<file path="config.mk">
export PLATFORM = sky130hd
export DESIGN_NAME = stack_machine_alu_flat
export DESIGN_NICKNAME = d
export VERILOG_FILES = /design/src/rtl/sma_pkg.sv /design/src/rtl/sma_req_if.sv /design/src/rtl/sma_rsp_if.sv /design/src/rtl/stack_machine_alu.sv /design/src/rtl/sma_div.sv /design/src/flat_wrapper.sv
export SDC_FILE = /design/constraint.sdc
export NUM_CORES = 2
export LEC_CHECK = 0
export BUFFER_PORTS_ARGS = -buffer_cell sky130_fd_sc_hd__buf_4
export CORE_ASPECT_RATIO = 0.7
export CORE_UTILIZATION = 59
export DETAILED_ROUTE_END_ITERATION = 8
export PLACE_DENSITY = 0.83
export REMOVE_ABC_BUFFERS = 1
export SYNTH_ARGS = -nofsm -noshare
export SYNTH_HDL_FRONTEND = slang
export SYNTH_SLANG_ARGS = --single-unit
</file>
<file path="constraint.sdc">
create_clock -name clock -period 10.6 [get_ports clock]
set_clock_uncertainty 0.15 [all_clocks]
set_input_delay 1.59 -clock clock [delete_from_list [all_inputs] [get_ports clock]]
set_output_delay 1.59 -clock clock [all_outputs]
set_load 0.02 [all_outputs]
</file>
<file path="src/rtl/sma_pkg.sv">
// Shared types and codes for the stack machine arithmetic unit.
// No dependencies; imported by the channel interfaces and all rtl modules.
`timescale 1ns / 1ps
`default_nettype none

package sma_pkg;

   typedef logic [2:0]        opcode_type;
   typedef logic [1:0]        status_type;
   typedef logic [31:0]       word_type;
   typedef logic signed [31:0] sword_type;
   typedef logic [6:0]        count_out_type;

   // opcodes
   localparam opcode_type OP_PUSH = 3'd0;
   localparam opcode_type OP_ADD  = 3'd1;
   localparam opcode_type OP_SUB  = 3'd2;
   localparam opcode_type OP_MUL  = 3'd3;
   localparam opcode_type OP_DIV  = 3'd4;
   localparam opcode_type OP_MOD  = 3'd5;

   // status codes
   localparam status_type ST_OK      = 2'd0;
   localparam status_type ST_SHORT   = 2'd1;
   localparam status_type ST_DIVZERO = 2'd2;
   localparam status_type ST_FULL    = 2'd3;

   // control from the sequencer to the divider
   typedef struct packed {
      logic start;
      logic want_rem;
   } div_ctl_type;

endpackage

`default_nettype wire

</file>
<file path="src/rtl/sma_req_if.sv">
// Request channel of the stack machine: opcode and push value.
// Depends on sma_pkg.
`timescale 1ns / 1ps
`default_nettype none

interface sma_req_if;
   import sma_pkg::*;

   logic       valid;
   logic       ready;
   opcode_type opcode;
   sword_type  push_value;

   modport source (output valid, output opcode, output push_value, input ready);
   modport sink   (input valid, input opcode, input push_value, output ready);
endinterface

`default_nettype wire

</file>
<file path="src/rtl/sma_rsp_if.sv">
// Response channel of the stack machine: top value, count and status.
// Depends on sma_pkg.
`timescale 1ns / 1ps
`default_nettype none

interface sma_rsp_if;
   import sma_pkg::*;

   logic          valid;
   logic          ready;
   sword_type     top_value;
   count_out_type stack_count;
   status_type    status;

   modport source (output valid, output top_value, output stack_count, output status,
                   input ready);
   modport sink   (input valid, input top_value, input stack_count, input status,
                   output ready);
endinterface

`default_nettype wire

</file>
<file path="src/rtl/stack_machine_alu.sv">
// Top level of the stack machine arithmetic unit: sequencer, stack memory, output register.
// Depends on sma_pkg, sma_req_if, sma_rsp_if and sma_div.
`timescale 1ns / 1ps
`default_nettype none

// A bounded stack of STACK_DEPTH signed 32-bit words with push, add, sub, mul, div and
// mod. Each request item gives exactly one response item carrying the top of stack (0 when
// empty), the entry count modulo 128 and a status code; on any error the stack is left
// unchanged. One item is in work at a time. Push, add, sub, mul, the unused opcodes and
// every error case pass through an execute and a finish state after acceptance; div and
// mod wait between the two for the radix-2 divider, which retires one quotient bit per
// cycle. The entries lie in a single-port-read synchronous memory with the top of stack
// held in a register, so each arithmetic item reads the second entry once at acceptance
// and writes back at most once at completion. A response waiting in the output register
// does not block acceptance; only the completion of the following item waits for it.
module stack_machine_alu #(
   parameter int STACK_DEPTH = 64
) (
   input wire         clock,
   input wire         reset,
   sma_req_if.sink    req_channel,
   sma_rsp_if.source  rsp_channel
);
   import sma_pkg::*;

   localparam int ADDR_W = (STACK_DEPTH > 1) ? $clog2(STACK_DEPTH) : 1;
   localparam int CNT_W  = $clog2(STACK_DEPTH + 1);

   localparam logic [1:0] S_IDLE   = 2'd0;
   localparam logic [1:0] S_EXEC   = 2'd1;
   localparam logic [1:0] S_DIV    = 2'd2;
   localparam logic [1:0] S_FINISH = 2'd3;

   // sequencer and stack state
   logic [1:0]       state_ff, state_in;
   logic [CNT_W-1:0] count_ff, count_in;
   word_type         top_ff, top_in;
   opcode_type       op_ff, op_in;
   word_type         pv_ff, pv_in;
   word_type         result_ff, result_in;
   status_type       status_ff, status_in;
   logic             push_ff, push_in;
   logic             pop_ff, pop_in;

   // output register
   logic             rsp_valid_ff, rsp_valid_in;
   word_type         rsp_top_ff, rsp_top_in;
   count_out_type    rsp_count_ff, rsp_count_in;
   status_type       rsp_status_ff, rsp_status_in;

   // stack memory
   word_type         mem [STACK_DEPTH];
   word_type         rd_data_ff;
   logic             rd_en;
   logic [ADDR_W-1:0] rd_addr;
   logic             wr_en;
   logic [ADDR_W-1:0] wr_addr;
   word_type         wr_data;

   logic             accept;
   logic             slot_free;
   logic [CNT_W-1:0] count_m2;
   logic [CNT_W+6:0] count_ext;
   word_type         op_a;
   word_type         op_b;

   div_ctl_type      div_ctl;
   logic             div_done;
   word_type         div_result;

   assign accept    = req_channel.valid && req_channel.ready;
   assign slot_free = !rsp_valid_ff || rsp_channel.ready;
   assign count_m2  = count_ff - CNT_W'(2);
   assign op_a      = top_ff;
   assign op_b      = rd_data_ff;

   // the second entry is fetched while the item is taken in
   assign rd_en   = accept;
   assign rd_addr = count_m2[ADDR_W-1:0];

   always_ff @(posedge clock) begin
      if (wr_en) begin
         mem[wr_addr] <= wr_data;
      end
      if (rd_en) begin
         rd_data_ff <= mem[rd_addr];
      end
   end

   sma_div u_div (
      .clock    (clock),
      .reset    (reset),
      .ctl      (div_ctl),
      .dividend (op_b),
      .divisor  (op_a),
      .done     (div_done),
      .result   (div_result)
   );

   // sequencer
   always_comb begin
      state_in      = state_ff;
      count_in      = count_ff;
      top_in        = top_ff;
      op_in         = op_ff;
      pv_in         = pv_ff;
      result_in     = result_ff;
      status_in     = status_ff;
      push_in       = push_ff;
      pop_in        = pop_ff;
      rsp_valid_in  = rsp_valid_ff && !rsp_channel.ready;
      rsp_top_in    = rsp_top_ff;
      rsp_count_in  = rsp_count_ff;
      rsp_status_in = rsp_status_ff;
      div_ctl       = '0;
      wr_en         = 1'b0;
      wr_addr       = count_ff[ADDR_W-1:0];
      wr_data       = pv_ff;
      count_ext     = '0;
      case (state_ff)
         S_IDLE: begin
            if (accept) begin
               op_in    = req_channel.opcode;
               pv_in    = word_type'(req_channel.push_value);
               state_in = S_EXEC;
            end
         end
         S_EXEC: begin
            status_in = ST_OK;
            push_in   = 1'b0;
            pop_in    = 1'b0;
            state_in  = S_FINISH;
            case (op_ff)
               OP_PUSH: begin
                  if (count_ff >= CNT_W'(STACK_DEPTH)) begin
                     status_in = ST_FULL;
                  end else begin
                     push_in = 1'b1;
                  end
               end
               OP_ADD, OP_SUB, OP_MUL: begin
                  if (count_ff < CNT_W'(2)) begin
                     status_in = ST_SHORT;
                  end else begin
                     pop_in = 1'b1;
                     if (op_ff == OP_ADD) begin
                        result_in = op_b + op_a;
                     end else if (op_ff == OP_SUB) begin
                        result_in = op_b - op_a;
                     end else begin
                        result_in = op_b * op_a;
                     end
                  end
               end
               OP_DIV, OP_MOD: begin
                  if (count_ff < CNT_W'(2)) begin
                     status_in = ST_SHORT;
                  end else if (op_a == '0) begin
                     status_in = ST_DIVZERO;
                  end else begin
                     div_ctl.start    = 1'b1;
                     div_ctl.want_rem = (op_ff == OP_MOD);
                     state_in         = S_DIV;
                  end
               end
               default: begin
                  // unused opcodes leave the stack alone
               end
            endcase
         end
         S_DIV: begin
            if (div_done) begin
               result_in = div_result;
               pop_in    = 1'b1;
               state_in  = S_FINISH;
            end
         end
         S_FINISH: begin
            // commit the stack and load the response together
            if (slot_free) begin
               if (push_ff) begin
                  wr_en    = 1'b1;
                  wr_addr  = count_ff[ADDR_W-1:0];
                  wr_data  = pv_ff;
                  top_in   = pv_ff;
                  count_in = count_ff + CNT_W'(1);
               end else if (pop_ff) begin
                  wr_en    = 1'b1;
                  wr_addr  = count_m2[ADDR_W-1:0];
                  wr_data  = result_ff;
                  top_in   = result_ff;
                  count_in = count_ff - CNT_W'(1);
               end
               count_ext     = {7'd0, count_in};
               rsp_valid_in  = 1'b1;
               rsp_top_in    = (count_in == '0) ? '0 : top_in;
               rsp_count_in  = count_ext[6:0];
               rsp_status_in = status_ff;
               push_in       = 1'b0;
               pop_in        = 1'b0;
               state_in      = S_IDLE;
            end
         end
         default: begin
            state_in = S_IDLE;
         end
      endcase
   end

   always_ff @(posedge clock) begin
      if (reset) begin
         state_ff     <= S_IDLE;
         count_ff     <= '0;
         push_ff      <= 1'b0;
         pop_ff       <= 1'b0;
         rsp_valid_ff <= 1'b0;
      end else begin
         state_ff     <= state_in;
         count_ff     <= count_in;
         push_ff      <= push_in;
         pop_ff       <= pop_in;
         rsp_valid_ff <= rsp_valid_in;
      end
      top_ff        <= top_in;
      op_ff         <= op_in;
      pv_ff         <= pv_in;
      result_ff     <= result_in;
      status_ff     <= status_in;
      rsp_top_ff    <= rsp_top_in;
      rsp_count_ff  <= rsp_count_in;
      rsp_status_ff <= rsp_status_in;
   end

   // channel outputs
   assign req_channel.ready       = (state_ff == S_IDLE);
   assign rsp_channel.valid       = rsp_valid_ff;
   assign rsp_channel.top_value   = sword_type'(rsp_top_ff);
   assign rsp_channel.stack_count = rsp_count_ff;
   assign rsp_channel.status      = rsp_status_ff;

`ifndef SYNTHESIS
   // the count never passes the depth
   a_count_bound: assert property (@(posedge clock) disable iff (reset)
      count_ff <= CNT_W'(STACK_DEPTH))
      else $error("stack count beyond depth");

   // divider results arrive only while the sequencer waits for them
   a_div_done_state: assert property (@(posedge clock) disable iff (reset)
      div_done |-> state_ff == S_DIV)
      else $error("divider done outside divide wait");

   // a failed item never commits a stack change
   a_error_no_commit: assert property (@(posedge clock) disable iff (reset)
      (state_ff == S_FINISH && status_ff != ST_OK) |-> !(push_ff || pop_ff))
      else $error("stack change on error status");

   // completion moves the count by at most one
   a_count_step: assert property (@(posedge clock) disable iff (reset)
      (state_ff == S_FINISH && slot_free) |=>
         (count_ff == $past(count_ff) + CNT_W'(1) || count_ff == $past(count_ff) ||
          count_ff == $past(count_ff) - CNT_W'(1)))
      else $error("stack count jumped");
`endif

endmodule

`default_nettype wire

</file>
<file path="src/rtl/sma_div.sv">
// Radix-2 restoring signed divider, one quotient bit per cycle.
// Depends on sma_pkg; returns truncated quotient or dividend-signed remainder.
`timescale 1ns / 1ps
`default_nettype none

module sma_div (
   input  wire                       clock,
   input  wire                       reset,
   input  wire sma_pkg::div_ctl_type ctl,
   input  wire sma_pkg::word_type    dividend,
   input  wire sma_pkg::word_type    divisor,
   output logic                      done,
   output sma_pkg::word_type         result
);
   import sma_pkg::*;

   localparam logic [1:0] D_IDLE = 2'd0;
   localparam logic [1:0] D_RUN  = 2'd1;
   localparam logic [1:0] D_FIX  = 2'd2;

   logic [1:0] state_ff, state_in;
   logic [4:0] step_ff, step_in;
   word_type   rem_ff, rem_in;
   word_type   quo_ff, quo_in;
   word_type   den_ff, den_in;
   logic       neg_q_ff, neg_q_in;
   logic       neg_r_ff, neg_r_in;
   logic       mod_ff, mod_in;
   word_type   res_ff, res_in;
   logic       done_ff, done_in;

   logic [32:0] shifted;
   logic [32:0] diff;

   // one restoring step
   assign shifted = {rem_ff, quo_ff[31]};
   assign diff    = shifted - {1'b0, den_ff};

   always_comb begin
      state_in = state_ff;
      step_in  = step_ff;
      rem_in   = rem_ff;
      quo_in   = quo_ff;
      den_in   = den_ff;
      neg_q_in = neg_q_ff;
      neg_r_in = neg_r_ff;
      mod_in   = mod_ff;
      res_in   = res_ff;
      done_in  = 1'b0;
      case (state_ff)
         D_IDLE: begin
            if (ctl.start) begin
               // load magnitudes and remember the signs
               quo_in   = dividend[31] ? (32'd0 - dividend) : dividend;
               den_in   = divisor[31] ? (32'd0 - divisor) : divisor;
               rem_in   = '0;
               neg_q_in = dividend[31] ^ divisor[31];
               neg_r_in = dividend[31];
               mod_in   = ctl.want_rem;
               step_in  = '0;
               state_in = D_RUN;
            end
         end
         D_RUN: begin
            if (!diff[32]) begin
               rem_in = diff[31:0];
               quo_in = {quo_ff[30:0], 1'b1};
            end else begin
               rem_in = shifted[31:0];
               quo_in = {quo_ff[30:0], 1'b0};
            end
            step_in = step_ff + 5'd1;
            if (step_ff == 5'd31) begin
               state_in = D_FIX;
            end
         end
         D_FIX: begin
            // sign correction, wraps for most negative over minus one
            if (mod_ff) begin
               res_in = neg_r_ff ? (32'd0 - rem_ff) : rem_ff;
            end else begin
               res_in = neg_q_ff ? (32'd0 - quo_ff) : quo_ff;
            end
            done_in  = 1'b1;
            state_in = D_IDLE;
         end
         default: begin
            state_in = D_IDLE;
         end
      endcase
   end

   always_ff @(posedge clock) begin
      if (reset) begin
         state_ff <= D_IDLE;
         done_ff  <= 1'b0;
      end else begin
         state_ff <= state_in;
         done_ff  <= done_in;
      end
      step_ff  <= step_in;
      rem_ff   <= rem_in;
      quo_ff   <= quo_in;
      den_ff   <= den_in;
      neg_q_ff <= neg_q_in;
      neg_r_ff <= neg_r_in;
      mod_ff   <= mod_in;
      res_ff   <= res_in;
   end

   assign done   = done_ff;
   assign result = res_ff;

`ifndef SYNTHESIS
   // a start is only honored when idle
   a_start_idle: assert property (@(posedge clock) disable iff (reset)
      (ctl.start && state_ff == D_IDLE) |=> state_ff == D_RUN)
      else $error("divider did not start");

   // the run phase always ends in the fix phase
   a_run_to_fix: assert property (@(posedge clock) disable iff (reset)
      (state_ff == D_RUN && step_ff == 5'd31) |=> state_ff == D_FIX)
      else $error("divider run did not end");

   // done follows the fix phase and nothing else
   a_done_fix: assert property (@(posedge clock) disable iff (reset)
      done_ff |-> $past(state_ff) == D_FIX)
      else $error("divider done without fix phase");
`endif

endmodule

`default_nettype wire

</file>
<file path="src/flat_wrapper.sv">
// flat-port wrapper written by rule: the top's interface ports become plain ports
module stack_machine_alu_flat import sma_pkg::*;
#(
   parameter int STACK_DEPTH = 64
)
  (clock, reset, req_channel_valid, req_channel_opcode, req_channel_push_value, req_channel_ready, rsp_channel_valid, rsp_channel_top_value, rsp_channel_stack_count, rsp_channel_status, rsp_channel_ready);
  sma_req_if req_channel_i ();
  sma_rsp_if rsp_channel_i ();
  input wire clock;
  input wire reset;
  input wire logic [$bits(req_channel_i.valid)-1:0] req_channel_valid;
  input wire logic [$bits(req_channel_i.opcode)-1:0] req_channel_opcode;
  input wire logic [$bits(req_channel_i.push_value)-1:0] req_channel_push_value;
  output wire logic [$bits(req_channel_i.ready)-1:0] req_channel_ready;
  output wire logic [$bits(rsp_channel_i.valid)-1:0] rsp_channel_valid;
  output wire logic [$bits(rsp_channel_i.top_value)-1:0] rsp_channel_top_value;
  output wire logic [$bits(rsp_channel_i.stack_count)-1:0] rsp_channel_stack_count;
  output wire logic [$bits(rsp_channel_i.status)-1:0] rsp_channel_status;
  input wire logic [$bits(rsp_channel_i.ready)-1:0] rsp_channel_ready;
  assign req_channel_i.valid = req_channel_valid;
  assign req_channel_i.opcode = req_channel_opcode;
  assign req_channel_i.push_value = req_channel_push_value;
  assign req_channel_ready = req_channel_i.ready;
  assign rsp_channel_valid = rsp_channel_i.valid;
  assign rsp_channel_top_value = rsp_channel_i.top_value;
  assign rsp_channel_stack_count = rsp_channel_i.stack_count;
  assign rsp_channel_status = rsp_channel_i.status;
  assign rsp_channel_i.ready = rsp_channel_ready;
  stack_machine_alu #(.STACK_DEPTH(STACK_DEPTH)) u_core (.clock(clock), .reset(reset), .req_channel(req_channel_i), .rsp_channel(rsp_channel_i));
endmodule
</file>
==> impl_metrics.env <==
export IMPL_synth_compound_area_share_pct=3.65
export IMPL_ys_seq_area_share_pct=62.1
export IMPL_clock_sinks=2373
export IMPL_grt_pass1_vias=68972
export IMPL_synth_top_family_by_area="multiplexers"
export IMPL_grt_max_degree=146
export IMPL_reg2reg_slack_ns=1.09
export IMPL_nets=7760
export IMPL_final_common_cell="edfxtp_1"
export IMPL_setup_viol=0
export IMPL_syn_area_sq_mm=0.114
export IMPL_worstRegToRegCells=23
export IMPL_cp_buffers_inverters=3
export IMPL_ys_warn_count=0
export IMPL_min_period_over_period_pct=89.7
export IMPL_cp_startpoint="u_core.op_b[11]$_DFFE_PP_"
export IMPL_grt_pass1_wl_um=508000
export IMPL_cts_root_buf="clkbuf_16"
export IMPL_dr_pass1_iters=7
export IMPL_cp_cell_sequence="buf_4, ha_1, fa_1, inv_1, fa_1, fa_1, inv_1, fa_1, fa_1, fa_1, fa_1, fa_1, ha_1, nand2_1, nor3_1, o211ai_1, a21o_1, a31o_2, o21ai_0, a31oi_1, xnor2_1, o22ai_1, o41ai_1"
export IMPL_grt_setup_unrepaired="no"
export IMPL_overflow=0
export IMPL_pin_count=82
export IMPL_fmax_ghz=0.105
export IMPL_final_cell_mix="edfxtp_1, mux4_2, nand2_1, inv_1, fa_1"
export IMPL_synth_fa_ha_area_share_pct=9.74
export IMPL_min_period_ns=9.51
export IMPL_initial_core_util_pct=59.7
export IMPL_drc=0
export IMPL_outcome="finished, final reports clean"
export IMPL_required_ns=11.12
export IMPL_finalHoldViolCount=0
export IMPL_dieHeight_um=370
export IMPL_io_buffer_count=81
export IMPL_cts_setup_buffers=0
export IMPL_core_sq_mm=0.192
export IMPL_synth_edff_count=2358
export IMPL_hold_class="reg -> reg"
export IMPL_num_vias=69580
export IMPL_clk_pin_slew_ns=0.07
export IMPL_critPathKind="reg -> reg"
export IMPL_netlist_instances=6955
export IMPL_crit_family="adder cells"
export IMPL_crit_slowest_cell="edfxtp_1"
export IMPL_hpwl_um=220000
export IMPL_globalplace_congestion=1.03
export IMPL_ys_types=79
export IMPL_path_common_cell="fa_1"
export IMPL_max_slew_margin_pct=1.75
export IMPL_layout_drive_gt1_share_pct=19.5
export IMPL_drtAntennaViolNets=0
export IMPL_drv_slew=0
export IMPL_setup_tns_ns=0
export IMPL_worst_ep_arrival_time_ns=10.03
export IMPL_antenna_found_initial=10
export IMPL_htree_levels=4
export IMPL_end_kind="flip-flop"
export IMPL_avgSynthCellArea_sq_um=16.5
export IMPL_ys_flop_type="edfxtp_1"
export IMPL_viasPerCell=7.07
export IMPL_die_x_um=528
export IMPL_clk_latency_ns=0.89
export IMPL_hold_start="u_core.status_ff[0]$_DFFE_PP_"
export IMPL_multi_input_area_sq_mm=0.0408
export IMPL_clock_path_buffers=4
export IMPL_synthArstFlopShare_pct=0
export IMPL_path_max_fanout=15
export IMPL_synth_xor_area_share_pct=2.06
export IMPL_grt_use_total_pct=37.2
export IMPL_hold_path_depth=0
export IMPL_hold_end="u_core.rsp_channel.status[0]$_DFFE_PP_"
export IMPL_cts_hold_repair_buffers=0
export IMPL_fillers=12498
export IMPL_numCtsBuffers=214
export IMPL_synth_mux_area_share_pct=13.7
export IMPL_cts_tree="yes"
export IMPL_dieArea_sq_mm=0.196
export IMPL_syn_to_final_growth_pct=9.91
export IMPL_post_drt_wl_per_cell_um=36.7
export IMPL_ys_ff_latch=2373
export IMPL_rows=134
export IMPL_drt_total_wl_um=361000
export IMPL_postCtsResizedCells=0
export IMPL_maxCapViolations=0
export IMPL_r2r_start="u_core.op_b[11]$_DFFE_PP_"
export IMPL_synth_simple_gate_area_share_pct=5.83
export IMPL_slowest_delay_ns=0.85
export IMPL_drtIter0Drc=12814
export IMPL_worstMarginPinSlew_ns=1.47
export IMPL_worst_setup_path_start_kind="flip-flop"
export IMPL_rr_endpoint="u_core.result_ff[31]$_DFFE_PP_"
export IMPL_final_seq_area_sq_mm=0.0711
-- per-stage QoR --
step | util (%) | instance area (sq um) | setup WS [ns] | std cells | hold WS [ns]
floorplan | - | 113000 | -14.85 | 6583 | 0.250
global placement | 62.2 | 119000 | 1.87 | 9445 | 0.255
detailed placement | 62.2 | 119000 | 1.63 | 9445 | 0.257
CTS | 65.6 | 126000 | 1.60 | 9828 | 0.271
global route | 65.6 | 126000 | 1.11 | 9829 | 0.287
finish | 65.6 | 126000 | 1.09 | 9836 | 0.271
-- worst max-delay path by stage --
stage	to	slack [ns]	depth (start not counted)
2_1_floorplan	u_core.rsp_channel.top_value[0]$_SDFFCE_PN0P_	-14.85	7
6_report	u_core.result_ff[31]$_DFFE_PP_	1.09	23
3_3_place_gp	u_core.result_ff[31]$_DFFE_PP_	1.87	23
3_5_place_dp	u_core.result_ff[31]$_DFFE_PP_	1.63	23
4_1_cts	u_core.result_ff[31]$_DFFE_PP_	1.60	23
5_1_grt	u_core.result_ff[31]$_DFFE_PP_	1.11	23
-- cells by family after synthesis --
group | after synthesis
flip-flops | 2373
AND/OR/NAND/NOR | 1400
buffers and inverters | 875
multiplexers | 737
AO/OA/AOI/OAI | 657
adder cells (fa/ha/maj) | 644
XOR/XNOR | 269
-- synth_stat cells, types with 21 or more instances --
| library cell | count | share of area (%) |
|---|---|---|
| or2_2 | 40 | 0.22 |
| a21oi_1 | 183 | 0.80 |
| o31ai_1 | 50 | 0.33 |
| o21ai_0 | 166 | 0.73 |
| buf_1 | 58 | 0.19 |
| mux4_2 | 663 | 13 |
| ha_1 | 233 | 2.5 |
| inv_1 | 501 | 1.6 |
| nand3_1 | 37 | 0.16 |
| and2_1 | 273 | 1.5 |
| edfxtp_1 | 2358 | 62 |
| nand2_1 | 555 | 1.8 |
| mux2i_1 | 68 | 0.59 |
| or3_1 | 25 | 0.14 |
| a211oi_1 | 32 | 0.21 |
| nor2b_1 | 25 | 0.14 |
| fa_1 | 411 | 7.2 |
| or4_1 | 21 | 0.14 |
| nor3_1 | 36 | 0.16 |
| xnor2_1 | 167 | 1.3 |
| xor2_1 | 102 | 0.78 |
| clkbuf_1 | 294 | 0.96 |
| nor2_1 | 283 | 0.93 |
| a21o_1 | 25 | 0.16 |
| nand2b_1 | 28 | 0.15 |
-- flip-flops by register name (all words and copies together) (netlist names), 3 cells and up --
register                        flops
u_core.u_div.result                32
u_core.op_b                        32
u_core.pv_ff                       32
u_core.op_ff                        3
u_core.u_div.quo_ff                32
u_core.rsp_channel.stack_count      7
u_core.op_a                        32
u_core.mem                       2048
u_core.u_div.rem_ff                32
u_core.u_div.step_ff                5
u_core.u_div.den_ff                32
u_core.rsp_channel.top_value       32
u_core.result_ff                   32
u_core.count_ff                     7
-- layout make-up --
type / instances / share of cell area (%)
flip-flops and latches: 2373 / 56.5
clock inverters: 118 / 0.848
inverters: 503 / 1.50
repair buffers: 278 / 1.71
well taps: 2584 / 2.57
clock buffers: 265 / 4.41
multi-input cells: 3707 / 32.4
diodes: 8 / 0.0159
-- worst reg2reg max path, stage by stage, from the launching register on --
cell and delay (ns):
edfxtp_1 0.85, buf_4 0.36, ha_1 0.65, fa_1 0.54, inv_1 0.08, fa_1 0.46
fa_1 0.59, inv_1 0.07, fa_1 0.42, fa_1 0.50, fa_1 0.56, fa_1 0.60
fa_1 0.46, ha_1 0.36, nand2_1 0.10, nor3_1 0.67, o211ai_1 0.19, a21o_1 0.32
a31o_2 0.32, o21ai_0 0.31, a31oi_1 0.16, xnor2_1 0.16, o22ai_1 0.11, o41ai_1 0.31
-- routing by layer --
layer	vias to the layer above	track usage, %	wire length, um
li1	26439	-	-
met1	35298	53.6	131000
met2	6759	53.3	155000
met3	1074	12.0	59100
met4	10	14.0	16200
met5	-	0	69
Power is left out: the tool's default activity adds up to more than one toggle a clock period on the data nets, which glitch-free logic cannot reach.
